## config.mk

```make
export PLATFORM = sky130hd
export DESIGN_NAME = key_auto_repeat_flat
export DESIGN_NICKNAME = d
export VERILOG_FILES = /design/src/rtl/core/kar_pkg.sv /design/src/rtl/core/kar_in_if.sv /design/src/rtl/core/kar_out_if.sv /design/src/rtl/core/kar_ctrl.sv /design/src/rtl/core/kar_dp.sv /design/src/rtl/core/key_auto_repeat.sv /design/src/flat_wrapper.sv
export SDC_FILE = /design/constraint.sdc
export NUM_CORES = 1
export LEC_CHECK = 0
export BUFFER_PORTS_ARGS = -buffer_cell sky130_fd_sc_hd__buf_4
export CORE_ASPECT_RATIO = 0.9
export CORE_UTILIZATION = 31
export DETAILED_ROUTE_END_ITERATION = 8
export GPL_ROUTABILITY_DRIVEN = 0
export HOLD_SLACK_MARGIN = 0.15
export SLEW_MARGIN = 20
export SYNTH_ARGS = -nofsm -noshare
export SYNTH_HDL_FRONTEND = slang
export SYNTH_SLANG_ARGS = --single-unit
```

## constraint.sdc

```tcl
create_clock -name i_clk -period 10.6 [get_ports i_clk]
set_input_delay 2.65 -clock i_clk [delete_from_list [all_inputs] [get_ports i_clk]]
set_output_delay 2.65 -clock i_clk [all_outputs]
set_load 0.01 [all_outputs]
```

## src/rtl/core/kar_pkg.sv

```systemverilog
// Package for the key auto-repeat block: codes, widths and control structs.
// Used by the channel interfaces, the controller, the datapath and the top level.
// No dependencies.
package kar_pkg;

    // table geometry
    localparam int SLOT_COUNT  = 16;
    localparam int MAX_RESULTS = 16;
    localparam int SLOT_W      = (SLOT_COUNT > 1) ? $clog2(SLOT_COUNT) : 1;
    localparam int CNT_W       = $clog2(MAX_RESULTS + 1);

    // field widths
    localparam int ACT_W  = 2;
    localparam int KEY_W  = 8;
    localparam int KIND_W = 2;
    localparam int MS_W   = 16;
    localparam int CFG_W  = 16;
    localparam int CIDX_W = 1;

    // action codes
    localparam logic [ACT_W-1:0] ACT_TICK    = 2'd0;
    localparam logic [ACT_W-1:0] ACT_PRESS   = 2'd1;
    localparam logic [ACT_W-1:0] ACT_RELEASE = 2'd2;

    // event kinds
    localparam logic [KIND_W-1:0] KIND_DOWN   = 2'd0;
    localparam logic [KIND_W-1:0] KIND_UP     = 2'd1;
    localparam logic [KIND_W-1:0] KIND_REPEAT = 2'd2;

    // register indexes
    localparam logic [CIDX_W-1:0] CFG_FIRST  = 1'b0;
    localparam logic [CIDX_W-1:0] CFG_REPEAT = 1'b1;

    // register reset values
    localparam logic [CFG_W-1:0] FIRST_RST  = 16'd430;
    localparam logic [CFG_W-1:0] REPEAT_RST = 16'd85;

    localparam logic [MS_W-1:0] MS_MAX = '1;

    typedef enum logic [1:0] {
        ST_IDLE,
        ST_SCAN,
        ST_FLUSH
    } t_state;

    // controller to datapath
    typedef struct packed {
        logic start;
        logic step;
        logic flush;
    } t_cmd;

    // datapath to controller
    typedef struct packed {
        logic last_idx;
        logic emit_due;
        logic pend_valid;
        logic out_free;
    } t_stat;

endpackage

```

## src/rtl/core/kar_in_if.sv

```systemverilog
// Input channel of the key auto-repeat block: one action word per handshake.
// Depends on kar_pkg.
interface kar_in_if;
    logic                      valid;
    logic                      ready;
    logic [kar_pkg::ACT_W-1:0] action;
    logic [kar_pkg::KEY_W-1:0] key_code;

    modport source (output valid, output action, output key_code, input ready);
    modport sink   (input valid, input action, input key_code, output ready);
endinterface

```

## src/rtl/core/kar_out_if.sv

```systemverilog
// Output channel of the key auto-repeat block: one key event word per handshake.
// Depends on kar_pkg.
interface kar_out_if;
    logic                       valid;
    logic                       ready;
    logic [kar_pkg::KEY_W-1:0]  out_key;
    logic [kar_pkg::KIND_W-1:0] event_kind;
    logic                       last_of_run;

    modport source (output valid, output out_key, output event_kind,
                    output last_of_run, input ready);
    modport sink   (input valid, input out_key, input event_kind,
                    input last_of_run, output ready);
endinterface

```

## src/rtl/core/kar_ctrl.sv

```systemverilog
// Controller of the key auto-repeat block: accept, slot scan, final flush.
// Depends on kar_pkg; drives the datapath kar_dp through kar_pkg::t_cmd.
module kar_ctrl (
    input  logic           i_clk,
    input  logic           i_rst_n,
    input  logic           i_in_valid,
    output logic           o_in_ready,
    input  kar_pkg::t_stat i_stat,
    output kar_pkg::t_cmd  o_cmd
);

    kar_pkg::t_state r_state;
    kar_pkg::t_state n_state;

    // state register
    always_ff @(posedge i_clk) begin
        if (!i_rst_n) begin
            r_state <= kar_pkg::ST_IDLE;
        end else begin
            r_state <= n_state;
        end
    end

    // next state and commands
    always_comb begin
        n_state     = r_state;
        o_in_ready  = 1'b0;
        o_cmd.start = 1'b0;
        o_cmd.step  = 1'b0;
        o_cmd.flush = 1'b0;
        case (r_state)
            kar_pkg::ST_IDLE: begin
                o_in_ready = 1'b1;
                if (i_in_valid) begin
                    o_cmd.start = 1'b1;
                    n_state     = kar_pkg::ST_SCAN;
                end
            end
            kar_pkg::ST_SCAN: begin
                // hold the slot while a new repeat cannot push the held one out
                o_cmd.step = !(i_stat.emit_due && i_stat.pend_valid && !i_stat.out_free);
                if (o_cmd.step && i_stat.last_idx) begin
                    n_state = kar_pkg::ST_FLUSH;
                end
            end
            kar_pkg::ST_FLUSH: begin
                o_cmd.flush = 1'b1;
                if (!i_stat.pend_valid || i_stat.out_free) begin
                    n_state = kar_pkg::ST_IDLE;
                end
            end
            default: begin
                n_state = kar_pkg::ST_IDLE;
            end
        endcase
    end

endmodule

```

## src/rtl/core/kar_dp.sv

```systemverilog
// Datapath of the key auto-repeat block: delay registers, slot table, scan
// index, held result and output register. Depends on kar_pkg; run by kar_ctrl.
module kar_dp (
    input  logic                        i_clk,
    input  logic                        i_rst_n,
    input  kar_pkg::t_cmd               i_cmd,
    output kar_pkg::t_stat              o_stat,
    input  logic [kar_pkg::ACT_W-1:0]   i_action,
    input  logic [kar_pkg::KEY_W-1:0]   i_key_code,
    input  logic                        i_cfg_we,
    input  logic [kar_pkg::CIDX_W-1:0]  i_cfg_index,
    input  logic [kar_pkg::CFG_W-1:0]   i_cfg_data,
    input  logic                        i_out_ready,
    output logic                        o_out_valid,
    output logic [kar_pkg::KEY_W-1:0]   o_out_key,
    output logic [kar_pkg::KIND_W-1:0]  o_out_kind,
    output logic                        o_out_last
);

    // delay registers
    logic [kar_pkg::CFG_W-1:0] r_first;
    logic [kar_pkg::CFG_W-1:0] r_repeat;

    // slot table
    logic [kar_pkg::KEY_W-1:0] r_slot_key [kar_pkg::SLOT_COUNT];
    logic [kar_pkg::MS_W-1:0]  r_slot_el  [kar_pkg::SLOT_COUNT];
    logic                      r_slot_st  [kar_pkg::SLOT_COUNT];

    // word in progress
    logic [kar_pkg::SLOT_W-1:0] r_idx;
    logic [kar_pkg::ACT_W-1:0]  r_act;
    logic [kar_pkg::KEY_W-1:0]  r_key;
    logic                       r_done;
    logic [kar_pkg::CNT_W-1:0]  r_n;

    // held result, sent once the next one (or the end of the scan) is known
    logic                        r_pend_valid;
    logic [kar_pkg::KEY_W-1:0]   r_pend_key;
    logic [kar_pkg::KIND_W-1:0]  r_pend_kind;

    logic                        r_out_valid;
    logic [kar_pkg::KEY_W-1:0]   r_out_key;
    logic [kar_pkg::KIND_W-1:0]  r_out_kind;
    logic                        r_out_last;

    logic [kar_pkg::KEY_W-1:0] cur_key;
    logic [kar_pkg::MS_W-1:0]  cur_el;
    logic                      cur_st;
    logic [kar_pkg::MS_W-1:0]  d1;
    logic [kar_pkg::MS_W-1:0]  d2;
    logic [kar_pkg::MS_W-1:0]  el_inc;
    logic [kar_pkg::MS_W-1:0]  use_ms;
    logic                      is_tick;
    logic                      is_press;
    logic                      is_release;
    logic                      room;
    logic                      emit_due;
    logic                      out_free;
    logic                      push_mid;
    logic                      push_end;

    // slot under the scan index
    always_comb begin
        cur_key    = r_slot_key[r_idx];
        cur_el     = r_slot_el[r_idx];
        cur_st     = r_slot_st[r_idx];
        d1         = (r_first == '0) ? kar_pkg::MS_W'(1) : r_first;
        d2         = (r_repeat == '0) ? kar_pkg::MS_W'(1) : r_repeat;
        el_inc     = (cur_el != kar_pkg::MS_MAX) ? cur_el + kar_pkg::MS_W'(1) : cur_el;
        is_tick    = (r_act == kar_pkg::ACT_TICK);
        is_press   = (r_act == kar_pkg::ACT_PRESS);
        is_release = (r_act == kar_pkg::ACT_RELEASE);
        room       = (r_n < kar_pkg::CNT_W'(kar_pkg::MAX_RESULTS));
        use_ms     = cur_st ? d2 : d1;
        emit_due   = is_tick && (cur_key != '0) && room && (el_inc >= use_ms);
        out_free   = !r_out_valid || i_out_ready;
        push_mid   = i_cmd.step && emit_due && r_pend_valid;
        push_end   = i_cmd.flush && r_pend_valid && out_free;
    end

    assign o_stat.last_idx   = (r_idx == kar_pkg::SLOT_W'(kar_pkg::SLOT_COUNT - 1));
    assign o_stat.emit_due   = emit_due;
    assign o_stat.pend_valid = r_pend_valid;
    assign o_stat.out_free   = out_free;

    // control state: delays, slot keys, held and output valid
    always_ff @(posedge i_clk) begin
        if (!i_rst_n) begin
            r_first      <= kar_pkg::FIRST_RST;
            r_repeat     <= kar_pkg::REPEAT_RST;
            r_pend_valid <= 1'b0;
            r_out_valid  <= 1'b0;
            for (int s = 0; s < kar_pkg::SLOT_COUNT; s++) begin
                r_slot_key[s] <= '0;
            end
        end else begin
            if (i_cfg_we) begin
                case (i_cfg_index)
                    kar_pkg::CFG_FIRST:  r_first  <= i_cfg_data;
                    kar_pkg::CFG_REPEAT: r_repeat <= i_cfg_data;
                    default: ;
                endcase
            end

            if (i_cmd.start) begin
                r_pend_valid <= (i_action == kar_pkg::ACT_PRESS) ||
                                (i_action == kar_pkg::ACT_RELEASE);
            end else if (i_cmd.step && emit_due) begin
                r_pend_valid <= 1'b1;
            end else if (push_end) begin
                r_pend_valid <= 1'b0;
            end

            // press claims the first free slot, release frees matches
            if (i_cmd.step) begin
                if (is_press && !r_done && (r_key != '0) && (cur_key == '0)) begin
                    r_slot_key[r_idx] <= r_key;
                end else if (is_release && (cur_key == r_key)) begin
                    r_slot_key[r_idx] <= '0;
                end
            end

            if (push_mid || push_end) begin
                r_out_valid <= 1'b1;
            end else if (i_out_ready) begin
                r_out_valid <= 1'b0;
            end
        end
    end

    // payload: scan state, slot timers, held and output words
    always_ff @(posedge i_clk) begin
        if (i_cmd.start) begin
            r_act       <= i_action;
            r_key       <= i_key_code;
            r_idx       <= '0;
            r_done      <= 1'b0;
            r_n         <= '0;
            r_pend_key  <= i_key_code;
            r_pend_kind <= (i_action == kar_pkg::ACT_RELEASE) ? kar_pkg::KIND_UP
                                                               : kar_pkg::KIND_DOWN;
        end
        if (i_cmd.step) begin
            r_idx <= r_idx + kar_pkg::SLOT_W'(1);
            if (is_press && !r_done && (r_key != '0) && (cur_key == '0)) begin
                r_done            <= 1'b1;
                r_slot_el[r_idx]  <= '0;
                r_slot_st[r_idx]  <= 1'b0;
            end
            if (is_tick && (cur_key != '0)) begin
                r_slot_el[r_idx] <= emit_due ? el_inc - use_ms : el_inc;
            end
            if (emit_due) begin
                r_slot_st[r_idx] <= 1'b1;
                r_n              <= r_n + kar_pkg::CNT_W'(1);
                r_pend_key       <= cur_key;
                r_pend_kind      <= kar_pkg::KIND_REPEAT;
            end
        end
        if (push_mid || push_end) begin
            r_out_key  <= r_pend_key;
            r_out_kind <= r_pend_kind;
            r_out_last <= push_end;
        end
    end

    assign o_out_valid = r_out_valid;
    assign o_out_key   = r_out_key;
    assign o_out_kind  = r_out_kind;
    assign o_out_last  = r_out_last;

endmodule

```

## src/rtl/core/key_auto_repeat.sv

```systemverilog
// Top level of the key auto-repeat block: joins controller and datapath.
// Depends on kar_pkg, kar_in_if, kar_out_if, kar_ctrl and kar_dp.
//
//   channel  dir  word                               handshake
//   i_key    in   action, key_code                   valid/ready
//   o_evt    out  out_key, event_kind, last_of_run   valid/ready
//   i_cfg_*  in   index, data (16 bit)               write enable only
//
// Each word passes through an accept state, a sequential scan over every slot
// (SLOT_COUNT = 16) and a flush state that sends any held result.
// A stalled output holds the scan while a new repeat waits.
// Reset is synchronous, active low; it clears all slots at once.
// Up to one result leaves per cycle through the registered output, while o_evt.ready is high.
module key_auto_repeat (
    input  logic                        i_clk,
    input  logic                        i_rst_n,
    kar_in_if.sink                      i_key,
    kar_out_if.source                   o_evt,
    input  logic                        i_cfg_we,
    input  logic [kar_pkg::CIDX_W-1:0]  i_cfg_index,
    input  logic [kar_pkg::CFG_W-1:0]   i_cfg_data
);

    kar_pkg::t_cmd  cmd;
    kar_pkg::t_stat stat;

    kar_ctrl u_ctrl (
        .i_clk      (i_clk),
        .i_rst_n    (i_rst_n),
        .i_in_valid (i_key.valid),
        .o_in_ready (i_key.ready),
        .i_stat     (stat),
        .o_cmd      (cmd)
    );

    kar_dp u_dp (
        .i_clk       (i_clk),
        .i_rst_n     (i_rst_n),
        .i_cmd       (cmd),
        .o_stat      (stat),
        .i_action    (i_key.action),
        .i_key_code  (i_key.key_code),
        .i_cfg_we    (i_cfg_we),
        .i_cfg_index (i_cfg_index),
        .i_cfg_data  (i_cfg_data),
        .i_out_ready (o_evt.ready),
        .o_out_valid (o_evt.valid),
        .o_out_key   (o_evt.out_key),
        .o_out_kind  (o_evt.event_kind),
        .o_out_last  (o_evt.last_of_run)
    );

    // no word is taken while a result is still held back
    a_idle_no_pend: assert property (@(posedge i_clk) disable iff (!i_rst_n)
        i_key.ready |-> !stat.pend_valid)
        else $error("input ready while a result is held");

    // an accepted word keeps the block busy for the scan
    a_busy_after_accept: assert property (@(posedge i_clk) disable iff (!i_rst_n)
        (i_key.valid && i_key.ready) |=> !i_key.ready)
        else $error("input ready right after accept");

    // down and up events are always the only result of their word
    a_echo_is_last: assert property (@(posedge i_clk) disable iff (!i_rst_n)
        (o_evt.valid && (o_evt.event_kind != kar_pkg::KIND_REPEAT)) |-> o_evt.last_of_run)
        else $error("key down or up event not marked last");

endmodule

```

## src/flat_wrapper.sv

```systemverilog
// flat-port wrapper written by rule: the top's interface ports become plain ports
module key_auto_repeat_flat 
  (i_clk, i_rst_n, i_cfg_we, i_cfg_index, i_cfg_data, i_key_valid, i_key_action, i_key_key_code, i_key_ready, o_evt_valid, o_evt_out_key, o_evt_event_kind, o_evt_last_of_run, o_evt_ready);
  kar_in_if i_key_i ();
  kar_out_if o_evt_i ();
  input  logic i_clk;
  input  logic i_rst_n;
  input  logic i_cfg_we;
  input  logic [kar_pkg::CIDX_W-1:0] i_cfg_index;
  input  logic [kar_pkg::CFG_W-1:0] i_cfg_data;
  input wire logic [$bits(i_key_i.valid)-1:0] i_key_valid;
  input wire logic [$bits(i_key_i.action)-1:0] i_key_action;
  input wire logic [$bits(i_key_i.key_code)-1:0] i_key_key_code;
  output wire logic [$bits(i_key_i.ready)-1:0] i_key_ready;
  output wire logic [$bits(o_evt_i.valid)-1:0] o_evt_valid;
  output wire logic [$bits(o_evt_i.out_key)-1:0] o_evt_out_key;
  output wire logic [$bits(o_evt_i.event_kind)-1:0] o_evt_event_kind;
  output wire logic [$bits(o_evt_i.last_of_run)-1:0] o_evt_last_of_run;
  input wire logic [$bits(o_evt_i.ready)-1:0] o_evt_ready;
  assign i_key_i.valid = i_key_valid;
  assign i_key_i.action = i_key_action;
  assign i_key_i.key_code = i_key_key_code;
  assign i_key_ready = i_key_i.ready;
  assign o_evt_valid = o_evt_i.valid;
  assign o_evt_out_key = o_evt_i.out_key;
  assign o_evt_event_kind = o_evt_i.event_kind;
  assign o_evt_last_of_run = o_evt_i.last_of_run;
  assign o_evt_i.ready = o_evt_ready;
  key_auto_repeat u_core (.i_clk(i_clk), .i_rst_n(i_rst_n), .i_key(i_key_i), .o_evt(o_evt_i), .i_cfg_we(i_cfg_we), .i_cfg_index(i_cfg_index), .i_cfg_data(i_cfg_data));
endmodule
```

# Word level (Yosys, flattened, before mapping)
# Memory sizes are Yosys's and may differ from the RTL's. A register that Yosys moved wholly into a read port is not among the register bits.
# Index checks and enable logic that the tools add are counted.
# totals
ramBits,400
ff_bits,77
mem_count,3
input_bits,32
output_inout_bits,13
# mem_list
name,depth,width,read_ports,rd_clocked_by_memory_dff,write_ports,line_no,rtl
u_core.u_dp.r_slot_el,16,16,1,1,1,kar_dp.sv:26,logic [kar_pkg::MS_W-1:0] r_slot_el [kar_pkg::SLOT_COUNT];
u_core.u_dp.r_slot_key,16,8,1,1,16,kar_dp.sv:25,logic [kar_pkg::KEY_W-1:0] r_slot_key [kar_pkg::SLOT_COUNT];
u_core.u_dp.r_slot_st,16,1,1,1,1,kar_dp.sv:27,logic r_slot_st [kar_pkg::SLOT_COUNT];
# op_classes
reduce_logical,37
eq_ne,12
bitwise,4
addsub,4
magnitude_cmp,2
n_mux,60
# op_table
operator,n
16-bit 2-to-1 mux,6
8-bit 2-to-1 mux,5
1-bit 2-to-1 mux,33
16-bit logical NOT,2
4-bit 2-to-1 mux,6
"16-bit by 1-bit adder with 16-bit output, second input constant",1
16-bit greater-or-equal comparator,1
"16-bit inequality test, second input constant",1
8-bit nonzero test,2
16-bit subtractor,1
5-bit 2-to-1 mux,3
1-bit logical AND,14
2-bit 2-to-1 mux,6
8-bit equality test,1
8-bit logical NOT,1
8-bit OR reduction,1
"2-bit by 1-bit equality test with 1-bit output, second input constant",3
"2-bit equality test, second input constant",3
"2-bit inequality test, second input constant",3
2-bit one-hot mux with 3 select lines,1
"5-bit by 1-bit adder with 5-bit output, second input constant",1
1-bit logical NOT,5
"5-bit less-than comparator, second input constant",1
"4-bit by 1-bit adder with 4-bit output, second input constant",1
9 further kinds,17

# Logic depth before layout (Yosys ltp)
# Gate-level depths: netlist of the first run.
# depth
word_depth,15
mapped_depth,27
ltp_nobuf,18

# Modules after synthesis
# A second synthesis of the first run with hierarchy kept.
# unflattened
cells_unflattened,1399
hier_area_um2,21134.0
# modules_own_cells
module,cells_per_inst,area_per_inst_um2,instances
kar_dp,1386,21007.6,1
kar_ctrl,13,126.4,1

# Worst setup path after synthesis of the first run
# No wires, ideal clock.
# synth_timing
path_kind,register to register
from,register with a tool-made name
to,memory u_core.u_dp.r_slot_key[12][0] (netlist bit) (enable)
path_stages_with_launch,26
synth_period_minus_slack_ps,6269
t_required_ps,10213
setup_slack_ps,4331
t_arrival_ps,5883
cell_sequence,dfxtp_1 -> buf_6 -> buf_12 -> buf_12 -> buf_8 -> buf_6 -> buf_6 -> buf_2 -> mux4_2 -> a22oi_1 -> nand2_1 -> ha_1 -> nand4_1 -> nor4_4 -> o31a_1 -> or2_2 -> ha_1 -> o211a_1 -> o31ai_1 -> a21boi_0 -> a211o_1 -> and2_1 -> clkbuf_1 -> a41o_2 -> buf_2 -> o31ai_1
# synth_rtl
element,line_no
end: declaration,kar_dp.sv:25

==> flow_summary_export.csv, run 1 <==
group,metric,value,unit
status,outcome,"complete, no violations",
power,pwr-share-comb,0.196,
sta,tns,0,ps
global_route,grt_max_degree,74,
power,finalPower,4.98,mW
critical_path,arrival,7740,ps
clock_tree,h-tree-depth,2,
cells_and_area,final_common_cell,"edfxtp_1",
critical_path,critical_path_class,"flip-flop to flip-flop",
sta,skew,38.5,ps
clock_tree,ctsLongestPathBuffers,3,
global_route,grtUsageMet1,0.214,
cells_and_area,seq_area,13900,sq um
critical_path,critical_path_required,10870,ps
sta,relSlewSlack,0.297,
floorplanning,die_w,279,microns
cells_and_area,layout-drive-gt1-share,0.184,
power,clkPwrFrac,0.364,
clock_tree,cts_inserted_buffers,51,
cells_and_area,final_cell_mix,"edfxtp_1, nor2_1, nand2_1",
floorplanning,start_util,0.316,
floorplanning,io_pins,45,
global_route,gr-total-overflow,0,
yosys,yosys_most_used_dff,"edfxtp_1",
cells_and_area,multiInputGateArea,6940,sq um
global_route,antenna_found_initial,3,
yosys,synth_cell_types,78,
routing,vias,12583,
clock_tree,cts_tree,"built",
routing,first_pass_iters,8,
placement,dp_hpwl,35100,microns
power,vdd_drop_max,0.132,mV
yosys,syn_nets,1483,
placement,port_buffers,44,
routing,final_antenna_net_count,0,
sta,grt_setup_unrepaired,"false",
clock_tree,hold_buffers,0,
power,p_per_area,206,nW/um^2
routing,wl_per_cell,22.7,microns
sta,setup_viol,0,
floorplanning,placementRows,90,
routing,drt_iter0_markers,1282,
global_route,met2_usage,0.228,
min_path,min_path_type,"flip-flop to flip-flop",
global_route,grt_most_used_layer,"met2",
clock_tree,clk_latency,620,ps
power,p_int,3.56,mW
yosys,synth_enable_flop_cells,425,
cells_and_area,nNetsFinal,1502,
cells_and_area,synthToLayoutAreaGrowth,13.0,%
sta,hold_viol,0,
yosys,postSynth.asyncResetShare,0,
sta,worst_pin_slew,1050,ps
clock_tree,root_buffer,"clkbuf_16",
cells_and_area,filler_cell_count,6345,
power,leakagePower,7.94,nW
clock_tree,post_cts_buffers,0,
yosys,synth_area,21400,sq um
yosys,synthCells,1427,
sta,report.final.slew_viol_count,0,
yosys,yosysWarnings,0,
global_route,track_usage,0.151,
clock_tree,cts_resized,0,
global_route,gr-usage-met3,0.0366,
cells_and_area,postLayoutCoreUtil,0.357,
run,maxCapViolCount,0,
power,power.switching,1.41,mW
clock_tree,cts.sinks,481,
floorplanning,die_area,70000,sq um
clock_tree,cts.reportedPaths.clkPinSlew,60,ps
power,switching_share,0.284,
min_path,hold_path.startpoint,"u_core.u_dp.r_pend_kind[0]",
global_route,grt_pass1_vias,12072,
floorplanning,core_area,67600,sq um
critical_path,end_kind,"flip-flop",
routing,drt-total-wl,53600,microns
sta,fin_crit_sh,0.705,
sta,fmax,134,MHz
power,seqPwrFrac,0.440,
floorplanning,fp.dieH,251,microns
global_route,grt_pass1_wl,79000,microns
routing,drc,0,
critical_path,startpoint_type,"flip-flop",
sta,fin_crit,7470,ps
critical_path,cp_max_fo,32,
routing,via_per_inst,5.33,
yosys,syn_area_per_cell,15.0,sq um
yosys,ys_seq_area_frac,0.650,
yosys,ys_ff_latch,481,
-- through the flow --
| step | instances | worst slack [ps] | hold slack, ps | cell area [sq um] |
|---|---|---|---|---|
| 2_1_floorplan | 1427 | 4330 | 408 | 21400 |
| 3_3_place_gp | 2267 | 3380 | 420 | 22400 |
| 3_5_place_dp | 2267 | 3190 | 421 | 22400 |
| 4_1_cts | 2360 | 3160 | 435 | 24100 |
| 5_1_grt | 2361 | 2780 | 452 | 24100 |
| 6_report | 2361 | 3130 | 432 | 24100 |
-- layout make-up --
type,instances,area share
Antenna cell,1,0.000104
Clock buffer,60,0.0542
Clock inverter,33,0.0155
Inverter,23,0.00357
Multi-Input combinational cell,831,0.287
Sequential cell,481,0.575
Tap cell,874,0.0453
Timing Repair Buffer,58,0.0185
-- state kept, by name, summed over array words and instances (netlist names), 4 cells and up, named ones only --
register and cells:
u_core.u_dp.r_slot_el 256, u_core.u_dp.o_out_key 8, u_core.u_dp.r_first 16, u_core.u_dp.r_pend_key 8, u_core.u_dp.r_slot_key 128, u_core.u_dp.r_repeat 16
u_core.u_dp.r_key 8, u_core.u_dp.r_slot_st 16, u_core.u_dp.r_n 5, u_core.u_dp.r_idx 4
-- final timing paths --
check	end	slack (ps)	depth (start not counted)
worst max-delay path	u_core.u_dp.r_slot_el[3][13]	3130	16
worst max register to register	u_core.u_dp.r_slot_el[3][13]	3130	16
worst min register to register	u_core.u_dp.o_out_kind[0]	430	0
worst min-delay path	u_core.u_dp.o_out_kind[0]	430	0
-- logic make-up (layout without fill, tap and decap cells) --
group | Yosys count | in the layout | share of synthesized area
buf+inv | 115 | 174 | 0.0296
compound gates | 197 | 197 | 0.0726
mux | 133 | 133 | 0.126
simple gates | 443 | 443 | 0.0938
fa+ha+maj | 24 | 24 | 0.0144
flops | 481 | 481 | 0.650
xor+xnor | 34 | 34 | 0.0139
other cells | 0 | 1 | 0
-- Yosys cell counts, types with 9 or more instances --
| cell | number | area share |
|---|---|---|
| a22oi_1 | 30 | 0.011 |
| nand3_1 | 24 | 0.0056 |
| buf_2 | 20 | 0.0047 |
| a22o_1 | 12 | 0.0049 |
| clkbuf_1 | 51 | 0.0090 |
| buf_6 | 10 | 0.0053 |
| a21boi_0 | 23 | 0.0081 |
| xnor2_1 | 19 | 0.0078 |
| edfxtp_1 | 425 | 0.60 |
| a21oi_1 | 30 | 0.0070 |
| nor2_1 | 184 | 0.032 |
| mux4_2 | 75 | 0.079 |
| nor2b_1 | 14 | 0.0041 |
| mux2i_1 | 25 | 0.012 |
| ha_1 | 23 | 0.013 |
| xor2_1 | 15 | 0.0061 |
| inv_1 | 21 | 0.0037 |
| o21ai_0 | 20 | 0.0047 |
| o31ai_2 | 10 | 0.0059 |
| nand2_1 | 139 | 0.024 |
| mux4_1 | 25 | 0.031 |
| dfxtp_1 | 56 | 0.052 |
| nor4_1 | 14 | 0.0041 |
| nor2_2 | 9 | 0.0026 |
-- layer usage --
| metal | part of all wire | vias to the layer above |
|---|---|---|
| li1 | - | 5533 |
| met3 | 0.084 | 75 |
| met5 | 0.00063 | - |
| met4 | 0.024 | 4 |
| met1 | 0.44 | 6438 |
| met2 | 0.45 | 533 |
-- critical path: stages (launching register included) --
cell,delay (ps)
dfxtp_2,810
buf_4,410
clkinv_1,400
mux2_2,400
or4b_4,580
nor4_4,380
xor2_1,210
ha_1,270
fa_1,470
nor2b_1,170
o31ai_1,110
a21boi_0,550
a211o_1,230
and2_1,290
nand4_4,420
inv_2,630
a22o_1,750
-- power groups by stage --
stage / clock network, mW / logic (mW) / registers (mW)
floorplan: 0 / 0.739 / 2.18
global placement: 0 / 0.953 / 2.23
detailed placement: 0 / 0.952 / 2.23
CTS: 1.84 / 0.958 / 2.19
global route: 1.90 / 1.05 / 2.19
finish: 1.81 / 0.975 / 2.19
No activity file was read; power rests on OpenSTA's default activity.
==> run 2, diff against run 1 <==
ABC_AREA = 1   (was default)
clock period = 7.56 ns   (was 10.6 ns; I/O delays follow)
==> run 2 against run 1 <==
Sequential power up 38%. Power is 44% higher. Hold slack got worse by 12 ps. Sequential share of layout area down 2.1 points. Global-route usage is 1.6 points higher. Final cell count grew 38%. Synthesized cell count increased by 58%. Critical path type unchanged.
==> flow_summary_export.csv, run 2 <==
group,metric,value,unit
status,outcome,"complete, no violations",
power,seqPwrFrac,0.421,
power,vdd_drop_max,0.175,mV
floorplanning,core_area,70200,sq um
yosys,synth_common_cells,"nor2_1, edfxtp_1, nand2_1, inv_1, o21ai_0",
sta,holdWs,420,ps
power,power.switching,2.29,mW
global_route,grt_pass1_wl,93300,microns
critical_path,critical_path_class,"flip-flop to flip-flop",
critical_path,arrival,6810,ps
sta,relSlewSlack,0.267,
critical_path,rrSetupSlack,1020,ps
cells_and_area,fin_area,25100,sq um
clock_tree,h-tree-depth,2,
floorplanning,placementRows,92,
yosys,yosysTopAreaCell,"edfxtp_1",
clock_tree,cts_inserted_buffers,49,
yosys,netlist_top_cells_area,"edfxtp_1, nor2_1, nand2_1",
sta,tns,0,ps
clock_tree,cts_resized,0,
placement,pre_cts_ws,1100,ps
yosys,synth_most_common_cell,"nor2_1",
power,pwr-share-comb,0.234,
cells_and_area,layout-drive-gt1-share,0.0915,
sta,grt_setup_unrepaired,"false",
clock_tree,cts.reportedPaths.clkPinSlew,60,ps
sta,skew,25.7,ps
critical_path,cp_max_fo,42,
routing,drt_iter0_markers,1723,
routing,final_antenna_net_count,0,
yosys,synthCells,2256,
power,finalPower,7.19,mW
global_route,grt_max_degree,78,
clock_tree,clk_latency,620,ps
yosys,syn_area_per_cell,9.79,sq um
global_route,antenna_found_initial,0,
cells_and_area,diodes,0,
placement,dp_cells,3165,
routing,drt-total-wl,61000,microns
yosys,syn_nets,2312,
floorplanning,die_w,283,microns
cells_and_area,final_cell_mix,"edfxtp_1, nand2_1, nor2_1",
global_route,gr-total-overflow,0,
critical_path,critical_path_required,7830,ps
cells_and_area,postLayoutCoreUtil,0.357,
clock_tree,post_cts_buffers,0,
cells_and_area,top_register,"u_core.u_dp.r_slot_el",
yosys,ys_seq_area_frac,0.628,
placement,port_buffers,44,
cells_and_area,filler_cell_count,7059,
critical_path,startpoint_type,"flip-flop",
placement,place_area,23400,sq um
power,switching_share,0.318,
min_path,min_path_type,"flip-flop to flip-flop",
routing,via_per_inst,5.01,
yosys,yosys_most_used_dff,"edfxtp_1",
min_path,hold_path.startpoint,"u_core.u_dp.r_pend_key[2]",
clock_tree,hold_buffers,0,
floorplanning,die_area,72300,sq um
run,maxCapViolCount,0,
clock_tree,root_buffer,"clkbuf_16",
sta,finalWorstSetupSlack,1020,ps
sta,setup_viol,0,
critical_path,end_kind,"flip-flop",
sta,fmax,153,MHz
cells_and_area,largest_register_ffs,256,
yosys,synth_enable_flop_cells,425,
sta,fin_crit_sh,0.866,
yosys,synth_cell_types,44,
power,p_per_area,287,nW/um^2
global_route,grt_pass1_vias,15772,
power,clkPwrFrac,0.344,
yosys,yosysWarnings,0,
routing,vias,16314,
critical_path,timing.rr.end,"u_core.u_dp.r_slot_key[10][6]",
cells_and_area,fin_cells,3257,
sta,hold_viol,0,
yosys,ys_ff_latch,481,
routing,first_pass_iters,5,
cells_and_area,nNetsFinal,2332,
global_route,track_usage,0.167,
sta,report.final.slew_viol_count,0,
clock_tree,cts_tree,"built",
yosys,postSynth.asyncResetShare,0,
power,p_int,4.90,mW
routing,wl_per_cell,18.7,microns
clock_tree,cts.sinks,481,
floorplanning,fp.dieH,255,microns
routing,drc,0,
min_path,whs_endpoint,"u_core.u_dp.o_out_key[2]",
yosys,synth_area,22100,sq um
cells_and_area,final_common_cell,"edfxtp_1",
power,leakagePower,9.69,nW
sta,fin_crit,6540,ps
yosys,netlist.area_leader.share,0.578,
sta,worst_pin_slew,1100,ps
min_path,hold_depth,0,
placement,dp_hpwl,40100,microns
critical_path,r2r_cells,26,
cells_and_area,synthToLayoutAreaGrowth,13.4,%
floorplanning,start_util,0.315,
floorplanning,io_pins,45,
cells_and_area,reg_top3,"u_core.u_dp.r_slot_el: 256 flops, u_core.u_dp.r_slot_key: 128 flops",
clock_tree,ctsLongestPathBuffers,3,
==> run 2: cells by family (layout without fill, tap and decap cells) <==
kind of cell / count (synthesis) / in the layout / share of synthesized area
buffers and inverters: 320 / 381 / 0.0609
xor gates and xnor gates: 27 / 27 / 0.0107
AOI/OAI and AO/OA: 323 / 323 / 0.0831
and+or+nand+nor: 1077 / 1077 / 0.201
adders and majority gates: 24 / 24 / 0.0139
DFF: 481 / 481 / 0.628
muxes: 4 / 4 / 0.00181
==> run 2: critical path: stages (launching register included) <==
cell	delay [ps]
dfxtp_4	480
inv_4	370
buf_12	280
nor2_1	60
o211ai_1	260
nand3_1	150
nand2_1	220
ha_1	230
inv_1	80
nor2_2	220
nand4_1	410
nand2_1	180
nand2_1	110
ha_1	240
fa_1	450
inv_1	90
a21oi_1	100
o21ai_0	240
nand2_1	80
nand3_1	120
nand2_1	90
inv_1	90
nand4_2	180
nand3_2	220
nand2_2	440
nand2_1	440
nand2_1	300
==> run 2: layout make-up <==
class,count,area (sq um),area share
Timing Repair Buffer,83,648,0.0259
Tap cell,940,1180,0.0469
Multi-Input combinational cell,1455,6920,0.276
Clock buffer,57,1260,0.0501
Clock inverter,35,388,0.0155
Sequential cell,481,13900,0.555
Inverter,206,776,0.0310
==> run 2: worst max-delay path by stage <==
stage | startpoint | to
floorplan | flip-flop | u_core.u_dp.r_slot_el[0][2]
global route | flip-flop | u_core.u_dp.r_slot_key[10][6]
CTS | flip-flop | u_core.u_dp.r_slot_key[10][6]
finish | flip-flop | u_core.u_dp.r_slot_key[10][6]
global placement | flip-flop | u_core.u_dp.r_slot_el[3][7]
detailed placement | flip-flop | u_core.u_dp.r_slot_key[10][2]
==> run 2: power groups by stage <==
stage | Combinational (mW) | Clock [mW] | Sequential (mW)
after detailed placement | 1.65 | 0 | 3.08
after floorplan | 1.19 | 0 | 3.05
after CTS | 1.65 | 2.51 | 3.03
final | 1.68 | 2.48 | 3.03
after global placement | 1.63 | 0 | 3.08
after global routing | 1.86 | 2.60 | 3.04
==> run 2: per-layer routing <==
metal  track usage  vias to the layer above  part of all wire
li1              -                     7657                 -
met1         0.238                     7792              0.45
met2         0.257                      764              0.43
met3        0.0325                      101             0.092
met4        0.0502                        0             0.027
met5             0                        -                 0
==> run 3, diff against run 2 <==
SYNTH_HIERARCHICAL = 1   (was default)
==> run 3 against run 2 <==
Count of clock-buffer cells in the layout increased by 17. Die area is 5.8% higher. Hold slack better by 9.4 ps. Sequential share of layout area shrank 2.3 points. Area after synthesis rose by 5.9%. Critical path depth up 11. Synthesized cell count grew 9.4%. Via count increased by 4.0%. Sequential power about the same. Routed wire length shrank 1.0%.
==> flow_summary_export.csv, run 3 <==
group,metric,value,unit
floorplanning,placementRows,95,
critical_path,startpoint_type,"flip-flop",
cells_and_area,layout-drive-gt1-share,0.0892,
clock_tree,clk_latency,600,ps
critical_path,arrival,7150,ps
global_route,grt_pass1_wl,93400,microns
critical_path,max_stage_delay,480,ps
clock_tree,cts.sinks,481,
sta,skew,23.8,ps
sta,report.final.slew_viol_count,0,
critical_path,end_kind,"flip-flop",
sta,fin_crit_sh,0.915,
yosys,synth_area,23400,sq um
sta,relSlewSlack,0.230,
power,leakagePower,11.0,nW
cells_and_area,final_cell_mix,"nand2_1, edfxtp_1, inv_1",
critical_path,cpMostUsedCell,"nand2_1",
power,finalPower,7.02,mW
global_route,track_usage,0.155,
clock_tree,h-tree-depth,2,
min_path,min_path_type,"flip-flop to flip-flop",
yosys,yosysWarnings,6,
sta,fmax,145,MHz
critical_path,critical_path_class,"flip-flop to flip-flop",
yosys,synth_cell_types,44,
routing,drt-total-wl,60400,microns
global_route,gr-total-overflow,0,
clock_tree,ctsLongestPathBuffers,3,
critical_path,cp_max_fo,41,
sta,tns,0,ps
power,p_per_area,269,nW/um^2
cells_and_area,synthToLayoutAreaGrowth,11.7,%
sta,fin_crit,6920,ps
yosys,syn_area_per_cell,9.48,sq um
clock_tree,post_cts_buffers,0,
status,outcome,"complete, no violations",
floorplanning,start_util,0.313,
yosys,syn_nets,2524,
yosys,synth_most_common_cell,"nand2_1",
routing,drc,0,
cells_and_area,top_register,"u_core/u_dp/r_slot_el",
floorplanning,io_pins,45,
clock_tree,cts_resized,0,
placement,port_buffers,44,
yosys,yosys_most_used_dff,"edfxtp_1",
sta,grt_setup_unrepaired,"false",
critical_path,critical_path_required,7790,ps
sta,setup_viol,0,
routing,wl_per_cell,17.4,microns
floorplanning,fp.dieH,263,microns
cells_and_area,diodes,0,
cells_and_area,largest_register_ffs,256,
yosys,synth_enable_flop_cells,425,
yosys,netlist.area_leader.share,0.546,
yosys,yosysTopAreaCell,"edfxtp_1",
routing,via_per_inst,4.89,
min_path,hold_path.startpoint,"u_core/u_dp/r_pend_key[3]",
routing,first_pass_iters,7,
sta,hold_viol,0,
clock_tree,cts_inserted_buffers,51,
run,maxCapViolCount,0,
floorplanning,die_w,292,microns
floorplanning,core_area,74600,sq um
routing,drt_iter0_markers,1409,
clock_tree,root_buffer,"clkbuf_16",
yosys,synthCells,2468,
clock_tree,cts.reportedPaths.clkPinSlew,60,ps
placement,dp_hpwl,35600,microns
global_route,grt_pass1_vias,16160,
cells_and_area,reg_top3,"u_core/u_dp/r_slot_el: 256 flops, u_core/u_dp/r_slot_key: 128 flops",
global_route,antenna_found_initial,0,
yosys,synth_common_cells,"nand2_1, edfxtp_1, inv_1, nor2_1, nand3_1",
clock_tree,cts_tree,"built",
floorplanning,die_area,76600,sq um
clock_tree,hold_buffers,0,
sta,holdWs,430,ps
critical_path,cpMaxStageDelayCell,"dfxtp_4",
global_route,grt_max_degree,129,
power,vdd_drop_max,0.178,mV
yosys,ys_seq_area_frac,0.594,
sta,worst_pin_slew,1150,ps
routing,vias,16964,
yosys,netlist_top_cells_area,"edfxtp_1, nand2_1, inv_1",
routing,final_antenna_net_count,0,
yosys,postSynth.asyncResetShare,0,
cells_and_area,nNetsFinal,2517,
yosys,ys_ff_latch,481,
cells_and_area,final_common_cell,"nand2_1",
run 3: cell count changes in the layout (fill, tap and decap cells not counted), sizes merged, moves of 25 or more:
cell	previous run	this run
nand4	13	137
o211ai	69	40
nand3	172	221
o21ai	187	162
inv	206	327
nor2	434	325
nand2	430	497
run 3: path summary, 6_finish.rpt:
check                                                     to  slack, ps  cells past startpoint
worst max-delay path            u_core/u_dp/r_slot_key[5][1]        640                     37
worst min-delay path                u_core/u_dp/o_out_key[3]        430                      0
worst min register to register      u_core/u_dp/o_out_key[3]        430                      0
worst max register to register  u_core/u_dp/r_slot_key[5][1]        640                     37
run 3: cell families (layout without fill, tap and decap cells):
group                    Yosys count  after routing  share of synthesized area
AO/OA/AOI/OAI                    260            260                     0.0628
flip-flops                       481            481                      0.594
buffers and inverters            474            507                     0.0923
AND/OR/NAND/NOR                 1195           1195                      0.225
adder cells (fa/ha/maj)           24             24                     0.0132
multiplexers                      12             12                    0.00514
XOR/XNOR                          22             22                    0.00824
run 3: area by class of cell:
cell class                      count  area, sq um
Fill cell                        7534        48500
Sequential cell                   481        13900
Multi-Input combinational cell   1513         7410
Clock buffer                       74         1490
Inverter                          324         1220
Tap cell                          970         1210
Timing Repair Buffer               90          751
Clock inverter                     19          144
run 3: routing by layer:
metal | global-route usage | vias to the layer above | wire length, microns
met4 | 0.0495 | 0 | 1600
met1 | 0.221 | 8050 | 27900
met2 | 0.244 | 508 | 27300
met3 | 0.0226 | 108 | 3650
li1 | - | 8298 | -
met5 | 0 | - | 0
run 3: critical path, delay by kind of cell, from the launching register on:
kind            cells  cell delay, ps
simple gates       26            3470
flops               1             480
buf+inv             5            1140
fa+ha+maj           2             580
compound gates      4             790
run 3: metrics by stage:
step / std cells / instance area, sq um / util / setup WS, ps
global route: 3471 / 26100 / 0.350 / 3.48
floorplan: 2468 / 23400 / - / 1950
finish: 3471 / 26100 / 0.350 / 642
detailed placement: 3378 / 24500 / 0.328 / 818
global placement: 3377 / 24500 / 0.328 / 988
CTS: 3471 / 26100 / 0.350 / 776
run 3: power breakdown:
group / switching, mW / total (mW) / internal [mW]
registers: 0.0674 / 3.04 / 2.97
logic: 1.08 / 1.55 / 0.478
clock network: 1.02 / 2.43 / 1.41
